### src/hw/rtl/bdl_ram.sv
// Generic single-write, single-read RAM with registered read data.
module bdl_ram #(
    parameter int WIDTH = 8,
    parameter int DEPTH = 16
) (
    input  logic                             clk,
    input  logic                             we,
    input  logic [$clog2(DEPTH)-1:0]         waddr,
    input  logic [WIDTH-1:0]                 wdata,
    input  logic                             re,
    input  logic [$clog2(DEPTH)-1:0]         raddr,
    output logic [WIDTH-1:0]                 rdata
);

    logic [WIDTH-1:0] mem [DEPTH];

    always_ff @(posedge clk) begin
        if (we) begin
            mem[waddr] <= wdata;
        end
        if (re) begin
            rdata <= mem[raddr];
        end
    end

endmodule

### config.mk
export PLATFORM = sky130hd
export DESIGN_NAME = bdl_ram
export DESIGN_NICKNAME = d
export VERILOG_FILES = /design/src/hw/rtl/bdl_ram.sv
export SDC_FILE = /design/constraint.sdc
export NUM_CORES = 1
export LEC_CHECK = 0
export BUFFER_PORTS_ARGS = -buffer_cell sky130_fd_sc_hd__buf_2
export CORE_AREA = 2 2 124 102
export CTS_CLUSTER_DIAMETER = 80
export DETAILED_ROUTE_END_ITERATION = 8
export DIE_AREA = 0 0 126 104
export PLACE_DENSITY = 0.71
export SYNTH_ARGS = -nofsm -noshare
export SYNTH_HDL_FRONTEND = slang
export SYNTH_SLANG_ARGS = --single-unit
### constraint.sdc
create_clock -name clk -period 3.2 [get_ports clk]
set_input_delay 0.96 -clock clk [delete_from_list [all_inputs] [get_ports clk]]
set_output_delay 0.96 -clock clk [all_outputs]
set_load 0.02 [all_outputs]
==> flow_summary.ini <==
[synth]
synth_cells = 229
yosys.area_share.simple_pct = 3.14
ys_types = 18
syn_avg_cell_area_um2 = 22.8
syn-num-nets = 248
synth_area_leaders = edfxtp_1, mux4_2, mux4_1, a22oi_1, nor2_1
synthXorXnorAreaFrac_pct = 0
netlist_area_um2 = 5230
synth_top_family_by_area = multiplexers
synth_mux_area_share_pct = 14.8
synth_top_area_cell = edfxtp_1
synth_top_area_share_pct = 78.1
ys_warn_count = 0
synth_compound_area_share_pct = 2.30
ys_seq_elements = 136
yosys.area_share.adder_pct = 0
yosysSeqAreaShare_pct = 78.1

[global_route]
grt_max_degree = 33
gr-total-overflow = 0
track_usage_pct = 17.0
antenna_found_initial = 0
grt_pass1_vias = 2604
grt_pass1_wl_mm = 15.9

[route]
wl_mm = 10.1
drt-initial-drc-count = 260
drc = 0
vias_per_cell = 5.60
num_vias = 2501
drt_pass1_iterations = 5
ant_nets = 0
wl_per_cell_um = 22.6

[placement]
hpwlAfterDp_mm = 6.40
gp_congestion = 0.727
io_buffers = 26
placed_cells = 415

[run]
drv_cap = 0

[layout]
fillerInstances = 926
postLayoutCoreUtil_pct = 52.7
multi_input_area_um2 = 1060
syn2layout_area_growth_pct = 19.9
drive_gt1_share_pct = 30.8
seq_area_um2 = 4080
antenna_cells = 0
nets = 301
finalNonFillerCells = 447

[power_and_ir_drop]
seq_power_share_pct = 46.4
pwr-share-comb_pct = 4.4
p_per_area_nw_per_um2 = 694
irDropWorstVdd_mv = 0.508
internal_power_mw = 3.54
leakage_nw = 2.11
swShare_pct = 18.7
p_total_mw = 4.35
p_switching_uw = 812
power.clock.fraction_pct = 49.2

[timing]
rsz0062_at_grt = no
finalSetupViolCount = 0
tightestPinTransition_ns = 0.817
fin_skew_ns = 0.00685
fmax_ghz = 0.456
whs_ns = 0.762
min_period_ns = 2.19
finalHoldViolCount = 0
finalCritPeriodShare_pct = 68.6
maxSlewViolCount = 0
fin_tns_setup_ns = 0
slew-limit-headroom_pct = 45.3

[setup_path]
path_buf_inv = 2
worstPathMaxFanout = 18
cpPeakStageDelay_ns = 0.40
required_ns = 3.34
path_delay_family = buffers and inverters
cp.arrival_ns = 2.34
cp_cell_sequence = buf_2, buf_4, mux4_2, a22oi_1, nand2_1
cpMaxStageDelayCell = buf_2
crit_type = in -> reg
cp-start-kind = input pin
end_kind = register

[clocking]
cts-root-buf = clkbuf_16
postCtsSetupBuffers = 0
cts.sinks = 136
hold_buffers = 0
path_clk_slew_ns = 0.05
insertion_delay_ns = 0.41
clk_path_buf_depth = 2
cts_resized = 0
cts_max_level = 4
cts_tree = yes
cts_made_buffers = 17

[die]
die_area_um2 = 13100
fp.dieH_um = 104
core_area_um2 = 11900
core.rowCount = 36
io_pins = 27
die_width_um = 126
start_util_pct = 44.0

[hold_path]
hold_path_class = reg -> reg

[run_status]
status = completed
==> synth_stat cells (all sizes together) <==
| cell type | n |
|---|---|
| clkdlybuf4s25 | 3 |
| nor2 | 13 |
| nand2 | 9 |
| or3b | 1 |
| mux4 | 32 |
| and2b | 1 |
| nand3b | 2 |
| nor3 | 4 |
| nand3 | 1 |
| edfxtp | 136 |
| nor2b | 1 |
| and2 | 1 |
| nand2b | 2 |
| buf | 7 |
| a22oi | 16 |
==> per-layer routing <==
| metal | vias to the layer above | share of wire (%) | GRT usage (%) |
|---|---|---|---|
| li1 | 1089 | - | - |
| met1 | 1322 | 46 | 25.3 |
| met2 | 84 | 47 | 24.0 |
| met3 | 6 | 6.1 | 5.40 |
| met4 | 0 | 0.85 | 5.89 |
| met5 | - | 0 | 0 |
==> cell usage in the layout (no fill, tap or decap) <==
cell          n
clkbuf_1      2
clkinv_1      2
nor3_1        4
nand3b_1      2
buf_4        17
mux4_2       18
a22oi_1      16
and2b_1       1
buf_2        26
and2_1        1
nand2b_1      2
clkinv_4      1
clkbuf_16    17
mux4_1       14
nor2_1       13
clkinvlp_4    4
nand2_1       9
nor2b_1       1
nand3_1       1
edfxtp_1    136
bufinv_16     6
or3b_2        1
buf_12        1
==> stage by stage <==
step	cell area (um2)	setup slack (ns)
after floorplan	5230	0.747
after global placement	5610	0.621
after detailed placement	5610	0.585
after CTS	6270	1.02
after global routing	6270	0.975
final	6270	1.01
==> final cells by class <==
| cell class | instances | share of cell area, % |
|---|---|---|
| sequential | 136 | 65.1 |
| multi-input combinational | 83 | 16.9 |
| clock inverter | 13 | 3.61 |
| timing repair buffer | 44 | 4.43 |
| tap | 152 | 3.03 |
| clock buffer | 19 | 6.91 |
==> power groups by stage <==
stage	Clock, mW	Combinational, mW	Sequential [mW]
2_1_floorplan	0	0.101	2.06
3_3_place_gp	0	0.186	2.05
3_5_place_dp	0	0.193	2.06
4_1_cts	2.17	0.194	2.02
5_1_grt	2.26	0.208	2.02
6_report	2.14	0.191	2.02
==> registers in the layout (all words and copies together), names as in the netlist <==
register	count
rdata	8
mem	128
==> cells by family after synthesis <==
family / Yosys count
DFF: 136
and+or+nand+nor: 35
muxes: 32
AOI/OAI and AO/OA: 16
buffers and inverters: 10
==> final timing paths <==
check,startpoint,to,slack [ns],cells past startpoint
worst min register to register,mem[3][2]$_DFFE_PP_,rdata[2]$_DFFE_PP_,0.76,3
worst max register to register,mem[9][3]$_DFFE_PP_,rdata[3]$_DFFE_PP_,1.69,3
worst max-delay path,raddr[1],rdata[3]$_DFFE_PP_,1.01,5
worst min-delay path,mem[3][2]$_DFFE_PP_,rdata[2]$_DFFE_PP_,0.76,3
==> tightest hold or removal path, cell delays in order (launching register included) <==
cell and delay (ns):
edfxtp_1 0.31, mux4_1 0.21, a22oi_1 0.08, nand2_1 0.06
(Power assumes the default switching activity.)
